--- src/hdl/cil_pkg.sv ---
package cil_pkg;

  // Quarter turn applied to the offset, picked by the corner index
  typedef enum logic [1:0] {
    CIL_TURN_0   = 2'd0,
    CIL_TURN_90  = 2'd1,
    CIL_TURN_180 = 2'd2,
    CIL_TURN_270 = 2'd3
  } cil_turn_e;

  // Per-cell control: advance enable and incoming valid
  typedef struct packed {
    logic adv;
    logic vld;
  } cil_step_t;

endpackage

--- src/hdl/cil_div_cell.sv ---
// One quotient bit of a restoring divide, two lanes sharing the divisor
module cil_div_cell #(
  parameter int QW = 41,
  parameter int DW = 17,
  parameter int PW = 8
) (
  input  logic                   clk_i,
  input  logic                   rst_ni,
  input  cil_pkg::cil_step_t     step_i,
  input  logic [DW-1:0]          dv_i,
  input  logic [1:0][QW-1:0]     num_i,
  input  logic [1:0][DW-1:0]     rem_i,
  input  logic [PW-1:0]          pay_i,
  output logic                   vld_o,
  output logic [DW-1:0]          dv_o,
  output logic [1:0][QW-1:0]     num_o,
  output logic [1:0][DW-1:0]     rem_o,
  output logic [PW-1:0]          pay_o
);

  logic [1:0][DW:0]   cur, diff;
  logic [1:0]         ge;
  logic               vld_q;
  logic [DW-1:0]      dv_q;
  logic [1:0][QW-1:0] num_q;
  logic [1:0][DW-1:0] rem_q;
  logic [PW-1:0]      pay_q;

  // numerator shifts out at the top, quotient bits shift in at the bottom
  always_comb begin
    for (int l = 0; l < 2; l++) begin
      cur[l]  = {rem_i[l], num_i[l][QW-1]};
      diff[l] = cur[l] - {1'b0, dv_i};
      ge[l]   = (cur[l] >= {1'b0, dv_i});
    end
  end

  always_ff @(posedge clk_i or negedge rst_ni) begin
    if (!rst_ni) begin
      vld_q <= 1'b0;
    end else if (step_i.adv) begin
      vld_q <= step_i.vld;
    end
  end

  always_ff @(posedge clk_i) begin
    if (step_i.adv) begin
      dv_q  <= dv_i;
      pay_q <= pay_i;
      for (int l = 0; l < 2; l++) begin
        num_q[l] <= {num_i[l][QW-2:0], ge[l]};
        rem_q[l] <= ge[l] ? diff[l][DW-1:0] : cur[l][DW-1:0];
      end
    end
  end

  assign vld_o = vld_q;
  assign dv_o  = dv_q;
  assign num_o = num_q;
  assign rem_o = rem_q;
  assign pay_o = pay_q;

endmodule

--- config.mk ---
export PLATFORM = sky130hd
export DESIGN_NAME = cil_div_cell
export DESIGN_NICKNAME = d
export VERILOG_FILES = /design/src/hdl/cil_pkg.sv /design/src/hdl/cil_div_cell.sv
export SDC_FILE = /design/constraint.sdc
export NUM_CORES = 1
export LEC_CHECK = 0
export ABC_AREA = 1
export BUFFER_PORTS_ARGS = -buffer_cell sky130_fd_sc_hd__buf_2
export CAP_MARGIN = 5
export CORE_ASPECT_RATIO = 0.8
export CORE_MARGIN = 1
export CORE_UTILIZATION = 44
export CTS_CLUSTER_SIZE = 8
export DETAILED_ROUTE_END_ITERATION = 16
export GPL_ROUTABILITY_DRIVEN = 0
export HOLD_SLACK_MARGIN = 0.1
export MAX_ROUTING_LAYER = met4
export PLACE_DENSITY = 0.77
export SYNTH_ARGS = -nofsm -noshare
export SYNTH_HDL_FRONTEND = slang
export SYNTH_SLANG_ARGS = --single-unit
--- constraint.sdc ---
create_clock -name clk_i -period 0.8 [get_ports clk_i]
set_input_delay 0.16 -clock clk_i [delete_from_list [all_inputs] [get_ports clk_i]]
set_output_delay 0.16 -clock clk_i [all_outputs]
set_load 0.01 [all_outputs]
### Yosys cells after proc, flatten, opt, wreduce, memory -nomap -nowiden

Cells that the tools add are included.

| storage, ports and cells | value |
|---|---|
| latch bits | 0 |
| word-level logic and storage cells | 13 |
| memory bits (writable) | 0 |
| bits in registers | 142 |
| ROM bits | 0 |
| output and inout port bits | 142 |
| memories | 0 |

| cells by class | value |
|---|---|
| add/sub/neg operators | 2 |
| multiplexer cells | 2 |
| divide/modulo/power cells | 0 |
| magnitude comparators | 2 |
| shift operators | 0 |
| reductions and logical operators | 0 |
| eq/ne operators | 0 |
| bitwise gates (word level) | 0 |
| multipliers | 0 |

Operators with widths:

| operator | count |
|---|---|
| >= comparator 18 x 17 -> 1 bit | 2 |
| 2-to-1 mux 17 bit | 2 |
| subtractor 17 bit | 2 |

### Longest topological paths before layout

Gate-level depths: netlist of run 1.

| logic depth | value |
|---|---|
| depth after elaboration | 2 |
| mapped depth | 15 |
| mapped depth without buffers | 14 |

### Least setup slack after synthesis of run 1

OpenSTA, ideal clock, no wires.

| timing path | value |
|---|---|
| path kind | input to register |
| start | input num_i[40] (netlist bit) |
| end | register rem_q, in the netlist rem_o[2] (data pin) |
| data arrival time | 1592 ps |
| setup slack | -1045 ps |
| stages on the path | 15 |
| setup time | 252 ps |
| path through | inv_1 > ha_1 > inv_1 > fa_1 > nand2_1 > nand2_1 > nand3b_1 > nand2_2 > nand2_2 > nand2_2 > nand2_4 > nand2_4 > buf_8 > nand2_1 > nand2_1 |

| on the way | value |
|---|---|
| longest elaborated chain between the ends | 2 |

RTL lines:

| item | line | source |
|---|---|---|
| start: declaration | cil_div_cell.sv:11 | `input logic [1:0][QW-1:0] num_i,` |
| >= comparator 18 x 17 -> 1 bit | cil_div_cell.sv:34 | `ge[l] = (cur[l] >= {1'b0, dv_i});` |
| via ge[0] | cil_div_cell.sv:22 | `logic [1:0] ge;` |
| 2-to-1 mux 17 bit | cil_div_cell.sv:52 | `rem_q[l] <= ge[l] ? diff[l][DW-1:0] : cur[l][DW-1:0];` |
| end signal: indexed assignment | cil_div_cell.sv:52 |  |
| end: declaration | cil_div_cell.sv:26 | `logic [1:0][DW-1:0] rem_q;` |

The timed path passes the listed nets, and every way through them passes these cells.
A chain may end at the register's enable or synchronous reset.

### Worst setup path after layout of run 1

| timing path | value |
|---|---|
| start | input dv_i[13] |
| end | register rem_q, in the netlist rem_o[11] (data pin) |

| on the way | value |
|---|---|
| longest elaborated chain between the ends | 2 |

RTL lines:

| item | line | source |
|---|---|---|
| start: declaration | cil_div_cell.sv:10 | `input logic [DW-1:0] dv_i,` |
| >= comparator 18 x 17 -> 1 bit | cil_div_cell.sv:34 |  |
| 2-to-1 mux 17 bit | cil_div_cell.sv:52 |  |

Every way passes these cells.

==> results.md, run 1 <==
- Inserted Clock Buffers: 17
- # setup viols final: between 150 and 200
- Syn_area_per_cell: roughly 10 um2
- Max-Cap Viols: 0
- Worst Skew: 0 ns
- Yosys reg bits: 142
- Clock sinks: between 100 and 150
- Worst R2R Setup Slack: -0.05 ns
- CP endpoint: rem_o[11]
- Crit path from: dv_i[13]
- Most frequent cells in the layout: 276 x buf_2, 231 x nand2_1, 141 x edfxtp_1, 127 x dlygate4sd3_1, 101 x inv_1
- Initial antenna violation count: 2
- Row Count: 40
- Post-Syn Area: between 6000 and 7000 um2
- Vias per cell: 4.84
- Total congestion overflow: 0
- Hold Violations, Final: 0
- Req. time, crit path: 0.97 ns
- Reg-to-Reg End: vld_o
- Sequential-to-total area share from yosys stat: 60.9%
- DRC Markers: 0
- Final WS setup: -0.774 ns
- Layout cells sized above 1: around two fifths
- Finished Cell Area: between 10000 and 15000 um2
- Outcome: complete, but fails checks
- Max VDD drop: 1.40 mV
- # hold bufs at CTS: 127
- Largest net degree at the start of global routing: 24
- RSZ-0062 raised after global routing: true
- Critical Path End Type: register
- Maximum achievable frequency: 0.635 GHz
- Critical setup path kind: in -> reg
- Die width: 143 um
- Top fanout value on the critical path: 17
- Post-route ant nets: 0
- Final period demand of the worst path: 1.57 ns
- Final Max Tran Viols: 0
- Hold wc startpoint: step_i[1]
- Die Ht: 115 um
- Initial Util: 45.8%
- Drt wl/cell: 17.0 um
- Most common cell after layout, fill and taps aside: buf_2
- Synth Net Count: 880
- H-tree depth: 4
- NumNets Final: 1412
- Total GRT Usage: 30.7%
- Worst slew pin tran: 0.372 ns
- Vias in the first global route: 6896
- Failing checks: negative setup slack
- Pre-CTS setup slack: -1.20 ns
- Final WL: 24700 um
- Hpwl dp: 15400 um
- Final Cycle Share: 197%
- Number of port buffers: about 290
- Clk root buf: clkbuf_16
- Fill cells: 914
- Reg2Reg Depth: 2
- IO Count: 287
- Pleak: 5.85 nW
- Synth warn: 0
- CTS tree: done
- Worst-path clk slew: 0.07 ns
- Critical path startpoint category: input pin
- Slew margin rel.: around 75%
- Count of different cell masters after synthesis: 31
- Core area: 15300 um2
- Cell count after synthesis: 699
- First drt pass iteration count: 5
- Placed Area: around 9500 um2
- Maximum buffer depth of the clock tree: 2
- Vias: 7045
- Hold Path Class: in -> reg
- Global-route wire length before repair: 35800 um
- Synth-to-layout area growth: 70.1%
- Data arrival, critical path: 1.74 ns
- Reg-to-Reg Start: vld_o
- Initial detailed-routing violation count: 545
- Die ar.: 16400 um2
- Worst skew pair latency: 0.42 ns
- Pwr dens: 1900 nW/um2
- Fin Hold WS: 0.0973 ns
-- cells in the mapped netlist --
master | count | area (um2)
buf_6 | 2 | 22.5
fa_1 | 2 | 40.0
nand2_2 | 6 | 37.5
nand3b_1 | 7 | 52.6
nor4_4 | 1 | 21.3
xor2_1 | 13 | 114
nor2_2 | 1 | 6.26
buf_8 | 1 | 15.0
ha_1 | 34 | 425
or2_2 | 1 | 6.26
o21ai_0 | 1 | 5.00
inv_1 | 113 | 424
nand2_1 | 264 | 991
edfxtp_1 | 141 | 4230
nor3_1 | 5 | 25.0
mux2_2 | 1 | 11.3
and2_1 | 2 | 12.5
nand2_4 | 2 | 22.5
dfrtp_1 | 1 | 25.0
and3_1 | 1 | 6.26
buf_2 | 1 | 5.00
buf_4 | 2 | 15.0
a21oi_1 | 17 | 85.1
nand3_2 | 1 | 10.0
or2_1 | 1 | 6.26
inv_2 | 2 | 7.51
nor2_4 | 1 | 11.3
nand4_1 | 3 | 18.8
xnor2_1 | 1 | 8.76
nand3_1 | 45 | 225
nor2_1 | 26 | 97.6
-- worst min-delay path by stage --
| stage | end | slack (ns) | depth (start not counted) |
|---|---|---|---|
| 3_5_place_dp | vld_o | -0.06 | 1 |
| 2_1_floorplan | vld_o | -0.14 | 0 |
| 4_1_cts | dv_o[14] | 0.09 | 1 |
| 3_3_place_gp | vld_o | -0.07 | 1 |
| 5_1_grt | dv_o[14] | 0.09 | 1 |
| 6_report | dv_o[14] | 0.1 | 1 |
-- cells by family (layout without fill, tap and decap cells) --
| group | Yosys count | in the layout | share of synthesized area (%) |
|---|---|---|---|
| simple gates | 367 | 370 | 22.2 |
| flops | 142 | 142 | 60.9 |
| buf+inv | 121 | 663 | 7.00 |
| fa+ha+maj | 36 | 36 | 6.66 |
| compound gates | 18 | 18 | 1.29 |
| xor+xnor | 14 | 14 | 1.75 |
| mux | 1 | 1 | 0.161 |
| other cells | 0 | 2 | 0 |
-- stage by stage --
step	utilization (%)	std cells	setup TNS, ns	total power [W]
floorplan	-	699	-30.96	0.0115
global placement	62.2	1280	-54.73	0.0136
detailed placement	62.2	1280	-55.94	0.0137
CTS	75.9	1451	-65.87	0.0221
global route	77.9	1456	-75.63	0.0235
finish	77.9	1456	-67.17	0.0226
-- cell type report --
type / count / area (um2) / share of cell area, %
diodes: 2 / 5.00 / 0.0421
clock buffers: 17 / 425 / 3.58
clock inverters: 15 / 154 / 1.29
inverters: 115 / 448 / 3.77
multi-input cells: 439 / 2650 / 22.3
flip-flops and latches: 142 / 4260 / 35.8
well taps: 210 / 263 / 2.21
repair buffers: 516 / 3680 / 30.9
-- repair_timing --
| item | in CTS | in global routing |
|---|---|---|
| endpoints found under the setup margin | 178 | 179 |
| endpoints found under the hold margin | 127 | 1 |
| resized for setup | 29 | 65 |
| pin swaps | 0 | 9 |
| buffers inserted | 10 | 2 |
| gates cloned | 2 | 1 |
-- worst max-delay path: stages --
cell and delay [ns]:
buf_2 0.08, inv_1 0.07, ha_1 0.34, nand2_2 0.13
nor2_2 0.14, inv_2 0.07, nor4_4 0.28, nand2_8 0.11
buf_12 0.17, nand3_1 0.11, nand2_1 0.07
-- registers in the layout (all words and copies together) (netlist names) --
signal / cells
rem_o: 34
vld_o: 1
pay_o: 8
dv_o: 17
num_o: 82
-- routing by layer --
metal	vias to the layer above	share of wire, %	track usage [%]
li1	3350	-	-
met1	3277	39	35.8
met2	365	51	52.3
met3	53	7.9	6.61
met4	0	2.7	11.2
met5	-	0	-
-- power breakdown --
group          switching [W]  internal, W  total [W]
registers           0.000213      0.00904    0.00925
logic                0.00290      0.00259    0.00549
clock network        0.00346      0.00439    0.00785
Note: power is estimated with default switching activity, not from simulation.
==> run 2, diff against run 1 <==
--- a/config.mk
+++ b/config.mk
@@ -17,6 +17,7 @@
 export HOLD_SLACK_MARGIN = 0.1
 export MAX_ROUTING_LAYER = met4
 export PLACE_DENSITY = 0.77
+export RECOVER_POWER = 50
 export SYNTH_ARGS = -nofsm -noshare
 export SYNTH_HDL_FRONTEND = slang
 export SYNTH_SLANG_ARGS = --single-unit
==> results.md, run 2 (synthesis gave the netlist of run 1 again) <==
- Outcome: complete, but fails checks
- Failing checks: negative setup slack
- Vias in the first global route: 6896 (unchanged)
- H-tree depth: 4 (unchanged)
- Max-Cap Viols: 0 (unchanged)
- Global routing's busiest layer: met2
- Tot Pwr: 0.0226 W (about the same)
- Pleak: 5.84 nW (-0.13%)
- Max reg flops: 82 (unchanged)
- Reg-to-Reg Start: vld_o
- Core area: 15300 um2 (unchanged)
- Critical path startpoint category: input pin
- Die width: 143 um (unchanged)
- Number of port buffers: 286 (unchanged)
- Global-route wire length before repair: 35800 um (unchanged)
- Setup TNS: -67.84 ns (-0.676 ns)
- Met2 usage: 52.3% (unchanged)
- Maximum buffer depth of the clock tree: 2 (unchanged)
- Vias: 7069 (+0.34%)
- RSZ-0062 raised after global routing: true
- Row Count: 40 (unchanged)
- Vias per cell: 4.86 (+0.34%)
- Clk root buf: clkbuf_16
- Multi-input gate area: 2650 um2 (unchanged)
- Post-route ant nets: 0 (unchanged)
- First drt pass iteration count: 6 (+1)
- Inserted Clock Buffers: 17 (unchanged)
- Total GRT Usage: 30.7% (unchanged)
- Final WS setup: -0.777 ns (-0.00284 ns)
- Worst skew pair latency: 0.42 ns (about the same)
- Most frequent cells in the layout: 277 x buf_2, 231 x nand2_1, 141 x edfxtp_1, 127 x dlygate4sd3_1, 101 x inv_1
- CTS tree: done
- DRC Markers: 0 (unchanged)
- Largest net degree at the start of global routing: 24 (unchanged)
- Placed Area: 9490 um2 (unchanged)
- Layout cells sized above 1: 41.2% (unchanged)
- Core Util, Final: 77.7% (-0.14 points)
- Drt wl/cell: 17.0 um (+0.25%)
- Final WL: 24800 um (+0.25%)
- Pwr dens: 1900 nW/um2 (+0.12%)
- Met1 Track Usage GR: 35.8% (unchanged)
- Max VDD drop: 1.40 mV (about the same)
- Hold wc startpoint: rem_i[28]
- Initial antenna violation count: 2 (unchanged)
- Maximum achievable frequency: 0.634 GHz (-0.18%)
- Die Ht: 115 um (unchanged)
- Final Max Tran Viols: 0 (unchanged)
- NumNets Final: 1412 (unchanged)
- Fill cells: 919 (+0.55%)
- Most common cell after layout, fill and taps aside: buf_2
- Die ar.: 16400 um2 (unchanged)
- IO Count: 287 (unchanged)
- Final period demand of the worst path: 1.58 ns (+0.00284 ns)
- Initial detailed-routing violation count: 552 (+1.3%)
- Total congestion overflow: 0 (unchanged)
- Data arrival, critical path: 1.75 ns (about the same)
- Critical setup path kind: in -> reg
- Synth-to-layout area growth: 69.8%
- Register area: 4260 um2 (unchanged)
- Req. time, crit path: 0.97 ns (about the same)
- Pre-CTS setup slack: -1.20 ns (unchanged)
- Worst slew pin tran: 0.634 ns (+0.262 ns)
- Worst-path clk slew: 0.06 ns (about the same)
- Finished Cell Area: 11900 um2 (-0.18%)
- Slew margin rel.: 57.7% (-17 points)
- Top fanout value on the critical path: 17 (unchanged)
- Initial Util: 45.8% (unchanged)
- Hold Violations, Final: 0 (unchanged)
- Worst Skew: 0 ns (unchanged)
- Hold Path Class: in -> reg
- Met3 Track Usage GR: 6.61% (unchanged)
- Critical Path End Type: register
- Clock sinks: 142 (unchanged)
- Final Cycle Share: 197% (+0.36 points)
- Crit path from: dv_i[13]
- # hold bufs at CTS: 127 (unchanged)
- # setup viols final: 241 (+34%)
- Hpwl dp: 15400 um (unchanged)
==> run 2: routing by layer <==
metal,vias to the layer above,wire length [um]
met4,0,701
met1,3293,9820
met5,-,0
met2,363,12500
met3,62,1820
li1,3351,-
==> run 2: report_power, final <==
group          internal [W]  switching, W
clock network       0.00439       0.00346
logic               0.00257       0.00291
registers           0.00904      0.000213
==> run 2: worst paths after layout <==
path	to	slack, ns	cells after the start
worst max-delay path	rem_o[11]	-0.78	11
worst min-delay path	rem_o[29]	0.13	4
worst max register to register	vld_o	-0.05	2
worst min register to register	vld_o	0.59	2
max in group asynchronous	vld_o	0.12	3
min in group asynchronous	vld_o	0.58	3
==> run 2: through the flow <==
| step | cells | hold slack (ns) |
|---|---|---|
| after floorplan | 699 | -0.136 |
| after global placement | 1280 | -0.0655 |
| after detailed placement | 1280 | -0.0637 |
| after CTS | 1451 | 0.0856 |
| after global routing | 1456 | 0.135 |
| final | 1456 | 0.128 |
==> run 2: worst max-delay path, cell delays in order <==
cell and delay, ns:
buf_2 0.08, inv_1 0.07, ha_1 0.34, nand2_2 0.13
nor2_2 0.14, inv_2 0.08, nor4_4 0.28, nand2_8 0.11
buf_12 0.17, nand3_1 0.11, nand2_1 0.07
==> run 2: final cells by class <==
| class | instances | area share (%) |
|---|---|---|
| clock buffers | 17 | 3.59 |
| flip-flops and latches | 142 | 35.9 |
| clock inverters | 15 | 1.30 |
| well taps | 210 | 2.21 |
| inverters | 115 | 3.78 |
| multi-input cells | 439 | 22.4 |
| diodes | 2 | 0.0422 |
| repair buffers | 516 | 30.8 |
==> run 2: repair_timing <==
item / CTS / global route
hold endpoints to repair: 127 / 1
setup buffers: 10 / 2
pin swaps: 0 / 9
cloned: 2 / 1
gates resized for setup: 29 / 65
endpoints found under the setup margin: 178 / 179
==> run 3, diff against run 2 <==
--- a/config.mk
+++ b/config.mk
@@ -18,6 +18,7 @@
 export MAX_ROUTING_LAYER = met4
 export PLACE_DENSITY = 0.77
 export RECOVER_POWER = 50
+export SKIP_LAST_GASP = 1
 export SYNTH_ARGS = -nofsm -noshare
 export SYNTH_HDL_FRONTEND = slang
 export SYNTH_SLANG_ARGS = --single-unit
==> results.md, run 3 (synthesis gave the netlist of run 1 again) <==
- Core area: 15300 um2 (unchanged)
- First drt pass iteration count: 5 (-1)
- Finished Cell Area: 11900 um2 (-0.13%)
- Pleak: 5.84 nW (about the same)
- Most frequent cells in the layout: 277 x buf_2, 237 x nand2_1, 141 x edfxtp_1, 127 x dlygate4sd3_1, 101 x inv_1
- # hold bufs at CTS: 127 (unchanged)
- Die width: 143 um (unchanged)
- Final Max Tran Viols: 0 (unchanged)
- CTS tree: done
- Drt wl/cell: 16.9 um (-0.75%)
- Synth-to-layout area growth: 69.6%
- Global routing's busiest layer: met2
- Worst-path clk slew: 0.06 ns (about the same)
- Final WS setup: -0.782 ns (-0.00516 ns)
- Critical setup path kind: in -> reg
- Vias per cell: 4.84 (-0.34%)
- Slew margin rel.: 57.6% (-0.11 points)
- Req. time, crit path: 0.97 ns (about the same)
- Top fanout value on the critical path: 17 (unchanged)
- Critical path startpoint category: input pin
- Die ar.: 16400 um2 (unchanged)
- Failing checks: negative setup slack
- Max reg flops: 82 (unchanged)
- Layout cells sized above 1: 40.8% (-0.48 points)
- Hpwl dp: 15400 um (unchanged)
- Tot Pwr: 0.0225 W (-0.16%)
- RSZ-0062 raised after global routing: true
- Final period demand of the worst path: 1.58 ns (+0.00516 ns)
- Clk root buf: clkbuf_16
- Number of port buffers: 286 (unchanged)
- Maximum buffer depth of the clock tree: 2 (unchanged)
- Worst Skew: 0 ns (unchanged)
- Post-route ant nets: 0 (unchanged)
- Vias: 7045 (-0.34%)
- Met3 Track Usage GR: 6.61% (unchanged)
- Row Count: 40 (unchanged)
- Data arrival, critical path: 1.75 ns (about the same)
- IO Count: 287 (unchanged)
- Initial detailed-routing violation count: 499 (-9.6%)
- Initial Util: 45.8% (unchanged)
- Core Util, Final: 77.6% (-0.098 points)
- Fin Hold WS: 0.128 ns (-0.0000880 ns)
- Met2 usage: 52.3% (unchanged)
- Setup TNS: -67.65 ns (+0.197 ns)
- Clock sinks: 142 (unchanged)
- # setup viols final: 254 (+5.4%)
- Final WL: 24600 um (-0.75%)
- Hold Violations, Final: 0 (unchanged)
- Worst slew pin tran: 0.636 ns (+0.00159 ns)
- Pwr dens: 1900 nW/um2 (about the same)
- Hold Path Class: in -> reg
- Maximum achievable frequency: 0.632 GHz (-0.33%)
- DRC Markers: 0 (unchanged)
- Final Cycle Share: 198% (+0.64 points)
- Initial antenna violation count: 2 (unchanged)
- Total GRT Usage: 30.7% (unchanged)
- Placed Area: 9490 um2 (unchanged)
- Inserted Clock Buffers: 17 (unchanged)
- Total congestion overflow: 0 (unchanged)
- NumNets Final: 1412 (unchanged)
- Outcome: complete, but fails checks
- Max-Cap Viols: 0 (unchanged)
- Met1 Track Usage GR: 35.8% (unchanged)
- Worst skew pair latency: 0.42 ns (about the same)
- H-tree depth: 4 (unchanged)
- Global-route wire length before repair: 35800 um (unchanged)
- Vias in the first global route: 6896 (unchanged)
- Critical Path End Type: register
- Max VDD drop: 1.40 mV (+0.23%)
- Fill cells: 926 (+0.76%)
- Most common cell after layout, fill and taps aside: buf_2
- Largest net degree at the start of global routing: 24 (unchanged)
- Die Ht: 115 um (unchanged)
-- run 3: changes by cell type in the layout (fill, tap and decap cells not counted) --
cell and change:
nand2_1 +6, nand2_2 -6
-- run 3: what timing repair did --
item | 4_1_cts | 5_1_grt
resized for setup | 29 | 59
cloned | 2 | 1
pin swaps | 0 | 9
hold endpoints to repair | 127 | 1
buffers inserted | 10 | 2
setup endpoints to repair | 178 | 179
-- run 3: routing by layer --
layer / vias up / part of all wire, %
met2: 361 / 50
met5: - / 0
met4: 0 / 2.7
met1: 3283 / 39
met3: 51 / 7.7
li1: 3350 / -
-- run 3: worst max-delay path, stage by stage --
cell and delay (ns):
buf_2 0.08, inv_1 0.07, ha_1 0.34, nand2_2 0.12, nor2_2 0.14, inv_2 0.08, nor4_4 0.28, nand2_8 0.11
buf_12 0.17, nand3_1 0.11, nand2_1 0.07
-- run 3: through the flow --
step / worst slack (ns) / instances
3_3_place_gp: -1.14 / 1280
3_5_place_dp: -1.20 / 1280
2_1_floorplan: -0.941 / 699
4_1_cts: -0.698 / 1451
5_1_grt: -0.846 / 1456
6_report: -0.782 / 1456
-- run 3: path summary, 6_finish.rpt --
kind / slack (ns) / cells past startpoint / from / end
min: 0.13 / 4 / rem_i[26] / rem_o[27]
max reg2reg: -0.05 / 2 / vld_o / vld_o
min reg2reg: 0.59 / 2 / vld_o / vld_o
min in group asynchronous: 0.58 / 3 / rst_ni / vld_o
max: -0.78 / 11 / dv_i[13] / rem_o[11]
max in group asynchronous: 0.11 / 3 / rst_ni / vld_o
-- run 3: layout make-up --
cell class	instances	area [um2]	area share [%]
flip-flops and latches	142	4260	35.9
repair buffers	516	3660	30.9
multi-input cells	439	2640	22.3
inverters	115	448	3.78
clock buffers	17	425	3.59
well taps	210	263	2.22
clock inverters	15	154	1.30
diodes	2	5.00	0.0422
-- run 3: power by group --
group	internal (W)	switching, W	total (W)
Combinational	0.00257	0.00288	0.00545
Clock	0.00439	0.00346	0.00785
Sequential	0.00904	0.000211	0.00925
Total	0.0160	0.00655	0.0225
